[src/sv/sspr_pkg.sv]
`default_nettype none

package sspr_pkg;

  localparam logic [7:0] SYNC_BYTE = 8'hFF;
  localparam int unsigned OUT_DATA_W = 48;

  typedef enum logic [1:0] {
    CMD_START = 2'd0,
    CMD_BYTE  = 2'd1,
    CMD_TICK  = 2'd2
  } cmd_t;

  typedef enum logic [2:0] {
    PH_HEADER  = 3'd0,
    PH_ID      = 3'd1,
    PH_SIZE    = 3'd2,
    PH_ERROR   = 3'd3,
    PH_FACTORS = 3'd4,
    PH_CHECK   = 3'd5
  } phase_t;

  typedef enum logic [1:0] {
    ST_OK       = 2'd0,
    ST_TIMEOUT  = 2'd1,
    ST_CHECKSUM = 2'd2,
    ST_SERVO    = 2'd3
  } status_t;

  typedef enum logic {
    KIND_FACTOR = 1'b0,
    KIND_STATUS = 1'b1
  } kind_t;

  typedef enum logic {
    REG_TIMEOUT_TICKS = 1'b0,
    REG_FAC_LIMIT     = 1'b1
  } reg_idx_t;

  typedef struct packed {
    kind_t      kind;
    logic [7:0] factor_index;
    logic [7:0] factor_value;
    status_t    status;
    logic [7:0] dev_id;
    logic [7:0] servo_error;
    logic [7:0] fac_total;
  } result_t;

endpackage

`default_nettype wire

[src/sv/sspr_parse.sv]
`default_nettype none

module sspr_parse
  import sspr_pkg::*;
#(
  parameter int HEADER_COUNT = 3
) (
  input  wire logic        clk,
  input  wire logic        rst_n,
  input  wire logic        step,
  input  wire cmd_t        cmd,
  input  wire logic [7:0]  rx_byte,
  input  wire logic [15:0] timeout_ticks,
  input  wire logic [7:0]  fac_limit,
  output logic             res_valid,
  output result_t          res
);

  localparam logic [1:0] HDR_LAST = 2'(HEADER_COUNT);

  logic        armed_r, armed_nxt;
  phase_t      phase_r, phase_nxt;
  logic [1:0]  headers_r, headers_nxt;
  logic [15:0] idle_r, idle_nxt;
  logic [7:0]  sum_r, sum_nxt;
  logic [7:0]  id_r, id_nxt;
  logic [7:0]  err_r, err_nxt;
  logic [7:0]  left_r, left_nxt;
  logic [7:0]  pos_r, pos_nxt;

  logic [7:0]  sum_add;
  logic [1:0]  headers_inc;
  logic [15:0] idle_sat;
  logic        pos_below_max;
  logic        timed_out;

  assign sum_add       = sum_r + rx_byte;
  assign headers_inc   = headers_r + 2'd1;
  assign idle_sat      = (idle_r != 16'hFFFF) ? idle_r + 16'd1 : idle_r;
  assign pos_below_max = pos_r < fac_limit;
  assign timed_out     = idle_sat >= timeout_ticks;

  // next state
  always_comb begin
    armed_nxt   = armed_r;
    phase_nxt   = phase_r;
    headers_nxt = headers_r;
    idle_nxt    = idle_r;
    sum_nxt     = sum_r;
    id_nxt      = id_r;
    err_nxt     = err_r;
    left_nxt    = left_r;
    pos_nxt     = pos_r;
    if (step) begin
      unique case (cmd)
        CMD_START: begin
          armed_nxt   = 1'b1;
          phase_nxt   = PH_HEADER;
          headers_nxt = '0;
          idle_nxt    = '0;
          sum_nxt     = '0;
          id_nxt      = '0;
          err_nxt     = '0;
          left_nxt    = '0;
          pos_nxt     = '0;
        end
        CMD_BYTE: begin
          if (armed_r) begin
            idle_nxt = '0;
            unique case (phase_r)
              PH_HEADER: begin
                if (rx_byte != SYNC_BYTE) begin
                  armed_nxt = 1'b0;
                end else begin
                  headers_nxt = headers_inc;
                  if (headers_inc >= HDR_LAST) phase_nxt = PH_ID;
                end
              end
              PH_ID: begin
                id_nxt    = rx_byte;
                sum_nxt   = rx_byte;
                phase_nxt = PH_SIZE;
              end
              PH_SIZE: begin
                sum_nxt   = sum_add;
                left_nxt  = (rx_byte > 8'd2) ? rx_byte - 8'd2 : 8'd0;
                phase_nxt = PH_ERROR;
              end
              PH_ERROR: begin
                err_nxt   = rx_byte;
                sum_nxt   = sum_add;
                pos_nxt   = '0;
                phase_nxt = (left_r != 8'd0) ? PH_FACTORS : PH_CHECK;
              end
              PH_FACTORS: begin
                sum_nxt  = sum_add;
                pos_nxt  = pos_r + 8'd1;
                left_nxt = left_r - 8'd1;
                if (left_r == 8'd1) phase_nxt = PH_CHECK;
              end
              PH_CHECK: begin
                armed_nxt = 1'b0;
              end
              default: begin
                armed_nxt = 1'b0;
              end
            endcase
          end
        end
        CMD_TICK: begin
          if (armed_r) begin
            idle_nxt = idle_sat;
            if (timed_out) armed_nxt = 1'b0;
          end
        end
        default: begin
        end
      endcase
    end
  end

  // result of the step
  always_comb begin
    res_valid = 1'b0;
    res       = '0;
    if (step && armed_r) begin
      unique case (cmd)
        CMD_BYTE: begin
          unique case (phase_r)
            PH_HEADER: begin
              if (rx_byte != SYNC_BYTE) begin
                res_valid    = 1'b1;
                res.kind     = KIND_STATUS;
                res.status   = ST_TIMEOUT;
                res.dev_id   = id_r;
                res.servo_error = err_r;
              end
            end
            PH_FACTORS: begin
              if (pos_below_max) begin
                res_valid        = 1'b1;
                res.kind         = KIND_FACTOR;
                res.factor_index = pos_r;
                res.factor_value = rx_byte;
              end
            end
            PH_CHECK: begin
              res_valid       = 1'b1;
              res.kind        = KIND_STATUS;
              res.dev_id      = id_r;
              res.servo_error = err_r;
              if (rx_byte != ~sum_r) begin
                res.status = ST_CHECKSUM;
              end else begin
                res.status    = (err_r != 8'd0) ? ST_SERVO : ST_OK;
                res.fac_total = pos_below_max ? pos_r : fac_limit;
              end
            end
            default: begin
            end
          endcase
        end
        CMD_TICK: begin
          if (timed_out) begin
            res_valid       = 1'b1;
            res.kind        = KIND_STATUS;
            res.status      = ST_TIMEOUT;
            res.dev_id      = id_r;
            res.servo_error = err_r;
          end
        end
        default: begin
        end
      endcase
    end
  end

  always_ff @(posedge clk) begin
    if (!rst_n) begin
      armed_r   <= 1'b0;
      phase_r   <= PH_HEADER;
      headers_r <= '0;
      idle_r    <= '0;
      sum_r     <= '0;
      id_r      <= '0;
      err_r     <= '0;
      left_r    <= '0;
      pos_r     <= '0;
    end else begin
      armed_r   <= armed_nxt;
      phase_r   <= phase_nxt;
      headers_r <= headers_nxt;
      idle_r    <= idle_nxt;
      sum_r     <= sum_nxt;
      id_r      <= id_nxt;
      err_r     <= err_nxt;
      left_r    <= left_nxt;
      pos_r     <= pos_nxt;
    end
  end

endmodule

`default_nettype wire

[src/sv/servo_status_packet_receiver.sv]
// channel  | handshake                | payload
// in_      | in_tvalid / in_tready    | tuser: command, tdata: rx_byte
// out_     | out_tvalid / out_tready  | tuser: kind, tdata: factor and status fields
// cfg_     | cfg_we (no wait)         | cfg_addr, cfg_wdata
//
// one request per clock unless out_tready stalls; a request is registered, stepped
// through the packet parser once the output register can take its result, and its
// result (if any) lands in the output register, which drives out_tvalid.
// rst_n is synchronous; it disarms the parser and empties both stages.
// a stall on out_tready holds the parser stage, and in_tready drops only when it is held.
`default_nettype none

module servo_status_packet_receiver
  import sspr_pkg::*;
#(
  parameter int HEADER_COUNT = 3
) (
  input  wire logic        clk,
  input  wire logic        rst_n,

  input  wire logic        in_tvalid,
  output logic             in_tready,
  input  wire logic [7:0]  in_tdata,   // [7:0] rx_byte
  input  wire logic [1:0]  in_tuser,   // [1:0] command

  output logic             out_tvalid,
  input  wire logic        out_tready,
  // [7:0] factor_index, [15:8] factor_value, [17:16] status, [25:18] dev_id,
  // [33:26] servo_error, [41:34] fac_total, [47:42] zero
  output logic [OUT_DATA_W-1:0] out_tdata,
  output logic             out_tuser,  // [0] kind

  input  wire logic        cfg_we,
  input  wire logic        cfg_addr,
  input  wire logic [15:0] cfg_wdata
);

  logic [15:0] timeout_r;
  logic [7:0]  fac_limit_r;

  logic        s1_valid_r;
  cmd_t        s1_cmd_r;
  logic [7:0]  s1_byte_r;
  logic        s1_go;

  logic        res_valid;
  result_t     res;

  logic        out_valid_r, out_valid_nxt;
  result_t     out_r;

  always_ff @(posedge clk) begin
    if (!rst_n) begin
      timeout_r   <= 16'd10;
      fac_limit_r <= 8'd4;
    end else if (cfg_we) begin
      unique case (reg_idx_t'(cfg_addr))
        REG_TIMEOUT_TICKS: timeout_r   <= cfg_wdata;
        REG_FAC_LIMIT:     fac_limit_r <= cfg_wdata[7:0];
        default: begin
        end
      endcase
    end
  end

  assign s1_go     = s1_valid_r && (!out_valid_r || out_tready);
  assign in_tready = !s1_valid_r || s1_go;

  always_ff @(posedge clk) begin
    if (!rst_n) begin
      s1_valid_r <= 1'b0;
    end else if (in_tready) begin
      s1_valid_r <= in_tvalid;
    end
  end

  always_ff @(posedge clk) begin
    if (in_tready && in_tvalid) begin
      s1_cmd_r  <= cmd_t'(in_tuser);
      s1_byte_r <= in_tdata;
    end
  end

  sspr_parse #(
    .HEADER_COUNT(HEADER_COUNT)
  ) u_parse (
    .clk          (clk),
    .rst_n        (rst_n),
    .step         (s1_go),
    .cmd          (s1_cmd_r),
    .rx_byte      (s1_byte_r),
    .timeout_ticks(timeout_r),
    .fac_limit    (fac_limit_r),
    .res_valid    (res_valid),
    .res          (res)
  );

  always_comb begin
    out_valid_nxt = out_valid_r;
    if (s1_go) begin
      out_valid_nxt = res_valid;
    end else if (out_tready) begin
      out_valid_nxt = 1'b0;
    end
  end

  always_ff @(posedge clk) begin
    if (!rst_n) begin
      out_valid_r <= 1'b0;
    end else begin
      out_valid_r <= out_valid_nxt;
    end
  end

  always_ff @(posedge clk) begin
    if (s1_go && res_valid) begin
      out_r <= res;
    end
  end

  assign out_tvalid = out_valid_r;
  assign out_tuser  = out_r.kind;
  assign out_tdata  = {6'd0, out_r.fac_total, out_r.servo_error, out_r.dev_id,
                       out_r.status, out_r.factor_value, out_r.factor_index};

`ifndef ASSERT_OFF
  a_new_result_from_step: assert property (@(posedge clk) disable iff (!rst_n)
    out_tvalid && !$past(out_tvalid) |-> $past(s1_valid_r))
    else $error("result appeared without a request in the parser stage");

  a_factor_fields_clear: assert property (@(posedge clk) disable iff (!rst_n)
    out_tvalid && out_r.kind == KIND_FACTOR |->
      out_r.status == ST_OK && out_r.dev_id == 8'd0 &&
      out_r.servo_error == 8'd0 && out_r.fac_total == 8'd0)
    else $error("factor result carries status fields");

  a_failed_count_zero: assert property (@(posedge clk) disable iff (!rst_n)
    out_tvalid && out_r.kind == KIND_STATUS &&
      (out_r.status == ST_TIMEOUT || out_r.status == ST_CHECKSUM) |->
      out_r.fac_total == 8'd0 && out_r.factor_index == 8'd0)
    else $error("failed packet reports a factor count");

  a_ready_when_held: assert property (@(posedge clk) disable iff (!rst_n)
    !in_tready |-> s1_valid_r && out_valid_r && !out_tready)
    else $error("input stalled while the parser stage can move");
`endif

endmodule

`default_nettype wire
[config.mk]
export PLATFORM = sky130hd
export DESIGN_NAME = servo_status_packet_receiver
export DESIGN_NICKNAME = d
export VERILOG_FILES = /design/src/sv/sspr_pkg.sv /design/src/sv/sspr_parse.sv /design/src/sv/servo_status_packet_receiver.sv
export SDC_FILE = /design/constraint.sdc
export NUM_CORES = 1
export LEC_CHECK = 0
export BUFFER_PORTS_ARGS = -buffer_cell sky130_fd_sc_hd__clkbuf_2
export CORE_MARGIN = 2
export CORE_UTILIZATION = 35
export CTS_CLUSTER_DIAMETER = 50
export DETAILED_ROUTE_END_ITERATION = 12
export HOLD_SLACK_MARGIN = 0.06
export SLEW_MARGIN = 20
export SYNTH_ARGS = -nofsm -noshare
export SYNTH_HDL_FRONTEND = slang
export SYNTH_SLANG_ARGS = --single-unit
[constraint.sdc]
create_clock -name clk -period 12.95 [get_ports clk]
set_clock_uncertainty 0.05 [all_clocks]
set_input_delay 3.885 -clock clk [delete_from_list [all_inputs] [get_ports clk]]
set_output_delay 3.885 -clock clk [all_outputs]
set_load 0.01 [all_outputs]
==> results of run 1 <==
## cell usage after synthesis (all sizes together) (3+ instances only)
library cell  count
and3             27
nand3            50
o2111ai           4
a32o              4
a21oi            75
a22o              7
edfxtp           53
a31oi             9
and4              3
nand2b            6
o21bai            3
nor3b             5
xor2             10
dfxtp            88
nor3             15
ha               40
nand4            16
mux2              4
nor4              7
inv              42
a21o             11
a211oi            6
o22ai             5
and2             21
or3               7
buf              17
nand2            97
or4               7
nor2b             5
o211ai            7
mux2i            12
xnor2            17
clkbuf           31
o21ai            26
nor2             53
o21a              5
## critical path, cell delays in order
cell and delay [ns]:
clkbuf_2 0.09, nor2b_1 0.20, nand2_1 0.10, clkbuf_2 0.15
## per-stage QoR
step / power (mW) / worst slack (ns) / hold slack, ns / area (µm²) / instances
final: 1.01 / 4.59 / 0.405 / 8550 / 1160
after global routing: 1.05 / 4.53 / 0.425 / 8550 / 1160
after CTS: 1.02 / 4.59 / 0.405 / 8540 / 1160
after detailed placement: 0.535 / 4.60 / 0.395 / 7950 / 1128
after global placement: 0.535 / 4.64 / 0.391 / 7950 / 1128
after floorplan: 0.519 / 4.86 / 0.382 / 7400 / 820
## power groups by stage
stage | combinational, mW | clock (mW) | sequential (mW)
floorplan | 0.0418 | 0 | 0.477
global placement | 0.0522 | 0 | 0.483
detailed placement | 0.0523 | 0 | 0.483
CTS | 0.0528 | 0.499 | 0.473
global route | 0.0589 | 0.519 | 0.474
finish | 0.0526 | 0.488 | 0.473
## per-layer routing
metal,part of all wire [%],vias to the layer above,track usage (%)
met2,45,172,24.3
met5,0,-,0
met3,5.0,24,3.15
li1,-,3057,-
met1,49,2772,21.6
met4,1.7,0,5.24
## final cells by class
type / count / area, µm² / area share (%)
Clock buffer: 18 / 439 / 5.14
Clock inverter: 14 / 149 / 1.74
Inverter: 42 / 158 / 1.84
Multi-Input combinational cell: 589 / 3690 / 43.2
Sequential cell: 141 / 3350 / 39.2
Tap cell: 275 / 344 / 4.02
Timing Repair Buffer: 81 / 418 / 4.89
## state kept, by name, summed over array words and instances (netlist names)
register / flops
u_parse.armed_r: 1
out_tdata: 42
u_parse.sum_r: 8
u_parse.headers_r: 2
s1_cmd_r: 2
u_parse.id_r: 8
s1_byte_r: 8
u_parse.phase_r: 3
out_tvalid: 1
timeout_r: 16
out_tuser: 1
u_parse.pos_r: 8
fac_limit_r: 8
u_parse.err_r: 8
u_parse.idle_r: 16
u_parse.left_r: 8
s1_valid_r: 1
## how the worst max path moves through the flow
stage,start,to,cells past startpoint
6_report,out_tready,in_tready,4
5_1_grt,out_tready,in_tready,4
4_1_cts,out_tready,in_tready,4
3_5_place_dp,out_tready,in_tready,4
3_3_place_gp,out_tready,in_tready,4
2_1_floorplan,out_tready,in_tready,2
## cell usage in the layout (no fill, tap or decap), drive strengths merged, types with 5 or more instances in the layout
cell and instances:
a211oi 6, mux2i 12, nor3b 5, o21a 5
nand2 97, nor3 15, nor2 53, dfxtp 88
xnor2 17, a21o 11, edfxtp 53, buf 5
ha 40, o22ai 5, a21oi 75, nand4 16
nand2b 6, conb 6, clkbuf 94, or3 7
a22o 7, nor2b 5, and3 27, xor2 10
nand3 50, nor4 7, a31oi 9, inv 50
o21ai 26, or4 7, o211ai 7, and2 21
## kinds of logic (layout without fill, tap and decap cells)
| group | after synthesis | after routing | synth area share [%] |
|---|---|---|---|
| other cells | 1 | 6 | 0.0508 |
| mux | 16 | 16 | 2.29 |
| buf+inv | 90 | 155 | 5.20 |
| compound gates | 176 | 176 | 14.8 |
| fa+ha+maj | 41 | 41 | 7.05 |
| flops | 141 | 141 | 45.4 |
| xor+xnor | 27 | 27 | 3.20 |
| simple gates | 323 | 323 | 22.0 |
==> impl_metrics.yaml, run 1 <==
clock_network:
  cts-resized-gates: 0
  cts_sinks: 141
  holdBufCountCts: 0
  clk_pin_slew_ns: 0.07
  clk_latency_ns: 0.43
  htreeDepth: 4
  clockBufferDepth: 2
  cts_tree: "built"
  root_buffer: "clkbuf_16"
  postCtsSetupBuffers: 0
  numCtsBuffers: 17
detailed_routing:
  via_count: 6025
  ant_nets: 0
  firstDrtPassIters: 6
  wl_um: 17300
  drc: 0
  drt_iter0_markers: 274
  wl_per_cell_um: 14.9
  drt-vias-per-instance: 5.19
synth:
  synth_area_leaders: "dfxtp_1 24%, edfxtp_1 22%, ha_1 6.8%, a21oi_1 5.1%, nand2_1 4.9%"
  synth_edf_count: 53
  syn_area_um2: 7380
  seq_area_frac_synth_pct: 45.4
  syn_avg_cell_area_um2: 9.06
  ys_warn_count: 0
  syn_inst: 815
  ys_ff_latch: 141
  synth_async_sr_flop_share_pct: 0
  synth_cell_types: 65
  synth_top_area_cell: "dfxtp_1"
  netlist.area_leader.share_pct: 23.9
  synthFlopType: "dfxtp_1"
pwr:
  cellPowerDensity_nw_per_um2: 119
  seqPwrFrac_pct: 46.7
  power_frac_clock_pct: 48.1
  ir_drop_v: 0.0000947
  swShare_pct: 25.0
  power_leakage_nw: 3.37
  internal_power_mw: 0.760
  power_frac_comb_pct: 5.2
  p_sw_mw: 0.254
critical_path:
  worst_setup_path_start_kind: "primary input"
  critPathMaxFanout: 3
  r2r_end: "out_tdata[18]"
  timing.rr.start: "u_parse.idle_r[0]"
  ff2ff_path_depth: 13
  r2r_slack_ns: 8.48
  arrival_ns: 4.43
  end_kind: "output pin"
  cp.required_ns: 9.01
  crit_type: "in2out"
min_path:
  hold_path.startpoint: "u_parse.id_r[4]"
  hold_class: "reg2reg"
  holdPathStages: 2
  hold_path_end: "u_parse.id_r[4]"
floorplan:
  die_h_um: 149
  core_um2: 20900
  start_util_pct: 35.3
  num_io_pins: 83
  std_cell_rows: 53
  chipWidth_um: 149
  die_area_um2: 22300
placement:
  routabilityCongestion: 0.777
  dp_hpwl_um: 12100
  io_buffers: 76
finish:
  final_util_pct: 40.9
  drive_gt1_share_pct: 15.3
  syn_to_final_growth_pct: 15.8
  fillCellCount: 2088
  final_nets: 945
  antenna_cells: 0
timing:
  fmax_ghz: 0.120
  hold_violations: 0
  setup_tns_ns: 0
  tightest_slew_ns: 1.01
  layout_min_cycle_time_ns: 8.36
  drv_slew: 0
  maxSlewHeadroom_pct: 32.9
  rsz0062_at_grt: "no"
  setup_violations: 0
  period_share_pct: 64.6
grt:
  gr-total-overflow: 0
  grt_pass1_vias: 5363
  grt_antenna_before_repair: 0
  grt_max_degree: 64
  grt_pass1_wl_um: 27600
  grt.total_usage_pct: 15.6
run_status:
  status: "complete, no violations"
flow_run:
  max-cap-violations: 0
Note: power is estimated with default switching activity, not from simulation.
==> run 2, diff against run 1 <==
- ABC_AREA: unset -> 1
- clock period: 12.95 -> 7.9 ns (I/O delays scaled with it)
==> impl_metrics.yaml, run 2 <==
grt:
  met1_usage_pct: 20.9
  grt_pass1_vias: 5558
  met2_usage_pct: 24.3
  gr-total-overflow: 0
  grt.total_usage_pct: 15.4
  grt_max_degree: 47
  grt_pass1_wl_um: 27700
  gr-max-usage-layer: "met2"
  grt_antenna_before_repair: 0
  grt_util_met3_pct: 3.37
detailed_routing:
  wl_um: 16800
  drc: 0
  ant_nets: 0
  wl_per_cell_um: 13.2
  firstDrtPassIters: 6
  via_count: 6035
  drt_iter0_markers: 362
  drt-vias-per-instance: 4.73
floorplan:
  die_area_um2: 22800
  chipWidth_um: 151
  core_um2: 21100
  die_h_um: 151
  std_cell_rows: 53
  num_io_pins: 83
  start_util_pct: 35.8
synth:
  synth_compound_area_share_pct: 15.8
  synth_top_area_cell: "dfxtp_1"
  synth-simple-area-share_pct: 21.7
  synth_async_sr_flop_share_pct: 0
  synth-adder-area-share_pct: 6.89
  synth_cell_types: 51
  syn_inst: 914
  synth_edf_count: 53
  netlist.area_leader.share_pct: 23.3
  ys_warn_count: 0
  yosysMostFrequentCell: "nand2_1"
  synth_xor_area_share_pct: 2.09
  syn_area_um2: 7550
  seq_area_frac_synth_pct: 44.4
  synth_commonest_cells: "169 x nand2_1, 110 x inv_1, 108 x a21oi_1"
  synthFlopType: "dfxtp_1"
  synth_area_leaders: "dfxtp_1 23%, edfxtp_1 21%, nand2_1 8.4%, a21oi_1 7.2%, ha_1 6.6%"
  synthMuxAreaShare_pct: 0
  ys_ff_latch: 141
  synth_top_family_by_area: "simple AND/OR/NAND/NOR gates"
  syn_avg_cell_area_um2: 8.27
clock_network:
  clk_latency_ns: 0.42
  cts_tree: "built"
  postCtsSetupBuffers: 0
  clockBufferDepth: 2
  holdBufCountCts: 0
  htreeDepth: 4
  cts-resized-gates: 0
  numCtsBuffers: 17
  root_buffer: "clkbuf_16"
  cts_sinks: 141
  clk_pin_slew_ns: 0.06
critical_path:
  cpPeakStageDelay_ns: 0.15
  arrival_ns: 2.77
  end_kind: "output pin"
  r2r_slack_ns: 4.11
  crit_chain: "clkbuf_2 > inv_1 > nand3_1 > clkbuf_2"
  crit_path_start: "out_tready"
  path_common_cell: "clkbuf_2"
  cp.required_ns: 5.48
  critPathMaxFanout: 3
  worst_setup_path_start_kind: "primary input"
  timing.rr.start: "u_parse.idle_r[0]"
  crit_type: "in2out"
  slowest_stage: "clkbuf_2"
placement:
  pre_cts_ws_ns: 2.71
  dp_hpwl_um: 12200
  io_buffers: 76
  routabilityCongestion: 0.879
timing:
  setup_tns_ns: 0
  hold_violations: 0
  layout_min_cycle_time_ns: 5.19
  fmax_ghz: 0.193
  tightest_slew_ns: 0.743
  period_share_pct: 65.7
  maxSlewHeadroom_pct: 50.5
  setup_violations: 0
  drv_slew: 0
  layout_setup_ws_ns: 2.71
  rsz0062_at_grt: "no"
pwr:
  p_sw_mw: 0.443
  seqPwrFrac_pct: 45.3
  power_frac_clock_pct: 46.4
  power_frac_comb_pct: 8.3
  ir_drop_v: 0.000117
  internal_power_mw: 1.30
  power_leakage_nw: 3.54
  cellPowerDensity_nw_per_um2: 199
  swShare_pct: 25.5
finish:
  largest_reg_flops: 42
  seqCellArea_um2: 3350
  antenna_cells: 0
  fillCellCount: 2148
  final_nets: 1060
  mostFrequentLayoutCells: "169 x nand2_1, 109 x inv_1, 108 x a21oi_1, 88 x dfxtp_1, 76 x clkbuf_2"
  drive_gt1_share_pct: 17.8
  mostFrequentLayoutCell: "nand2_1"
  multiInputGateArea_um2: 3530
  syn_to_final_growth_pct: 15.5
run_status:
  status: "complete, no violations"
min_path:
  hold_path.startpoint: "timeout_r[6]"
  hold_class: "reg2reg"
flow_run:
  max-cap-violations: 0
[run 2: changes by cell type after synthesis, sizes merged, moves of 11 or more]
cell | previous run | this run
a21oi | 75 | 109
clkbuf | 31 | 14
xnor2 | 17 | 4
and2 | 21 | 2
inv | 42 | 124
o21ai | 26 | 75
a21o | 11 | 0
nor2 | 53 | 91
nand3 | 50 | 29
nand2 | 97 | 187
mux2i | 12 | 0
and3 | 27 | 1
[run 2: layout make-up]
class | instances | share of cell area, %
sequential | 141 | 38.4
timing repair buffer | 81 | 4.79
inverter | 126 | 5.45
clock buffer | 18 | 5.03
clock inverter | 14 | 1.82
multi-input combinational | 620 | 40.5
tap | 275 | 3.94
[run 2: power by group through the flow]
stage | Combinational (mW) | Sequential [mW] | Clock [mW]
after floorplan | 0.111 | 0.798 | 0
after global placement | 0.142 | 0.803 | 0
after detailed placement | 0.145 | 0.803 | 0
after CTS | 0.146 | 0.787 | 0.824
after global routing | 0.165 | 0.790 | 0.862
final | 0.145 | 0.788 | 0.808
[run 2: worst max-delay path: cells and delay by family]
kind | cells | cell delay, ns
buf+inv | 3 | 0.29
simple gates | 1 | 0.11
[run 2: path summary, 6_finish.rpt]
path,endpoint,cells past startpoint
hold / removal,timeout_r[6],2
setup reg to reg,out_tuser,21
hold reg to reg,timeout_r[6],2
setup / recovery,in_tready,4
[run 2: metrics by stage]
step / instances / hold slack [ns] / util [%] / area, µm² / power [mW]
floorplan: 919 / 0.380 / - / 7570 / 0.909
global placement: 1243 / 0.400 / 38.5 / 8130 / 0.946
detailed placement: 1243 / 0.403 / 38.5 / 8130 / 0.948
CTS: 1275 / 0.412 / 41.4 / 8720 / 1.76
global route: 1275 / 0.444 / 41.4 / 8720 / 1.82
finish: 1275 / 0.413 / 41.4 / 8720 / 1.74
[run 2: cell families (layout without fill, tap and decap cells)]
family	after synthesis	after routing
and+or+nand+nor	340	340
AOI/OAI and AO/OA	215	215
buffers and inverters	158	239
DFF	141	141
adders and majority gates	41	41
xor gates and xnor gates	18	18
other	1	6
[run 2: routing by layer]
metal	vias up	share of wire [%]	wire length, µm
met5	-	0	0
met4	0	1.6	261
met3	24	4.4	747
met2	147	45	7500
met1	2706	49	8290
li1	3158	-	-
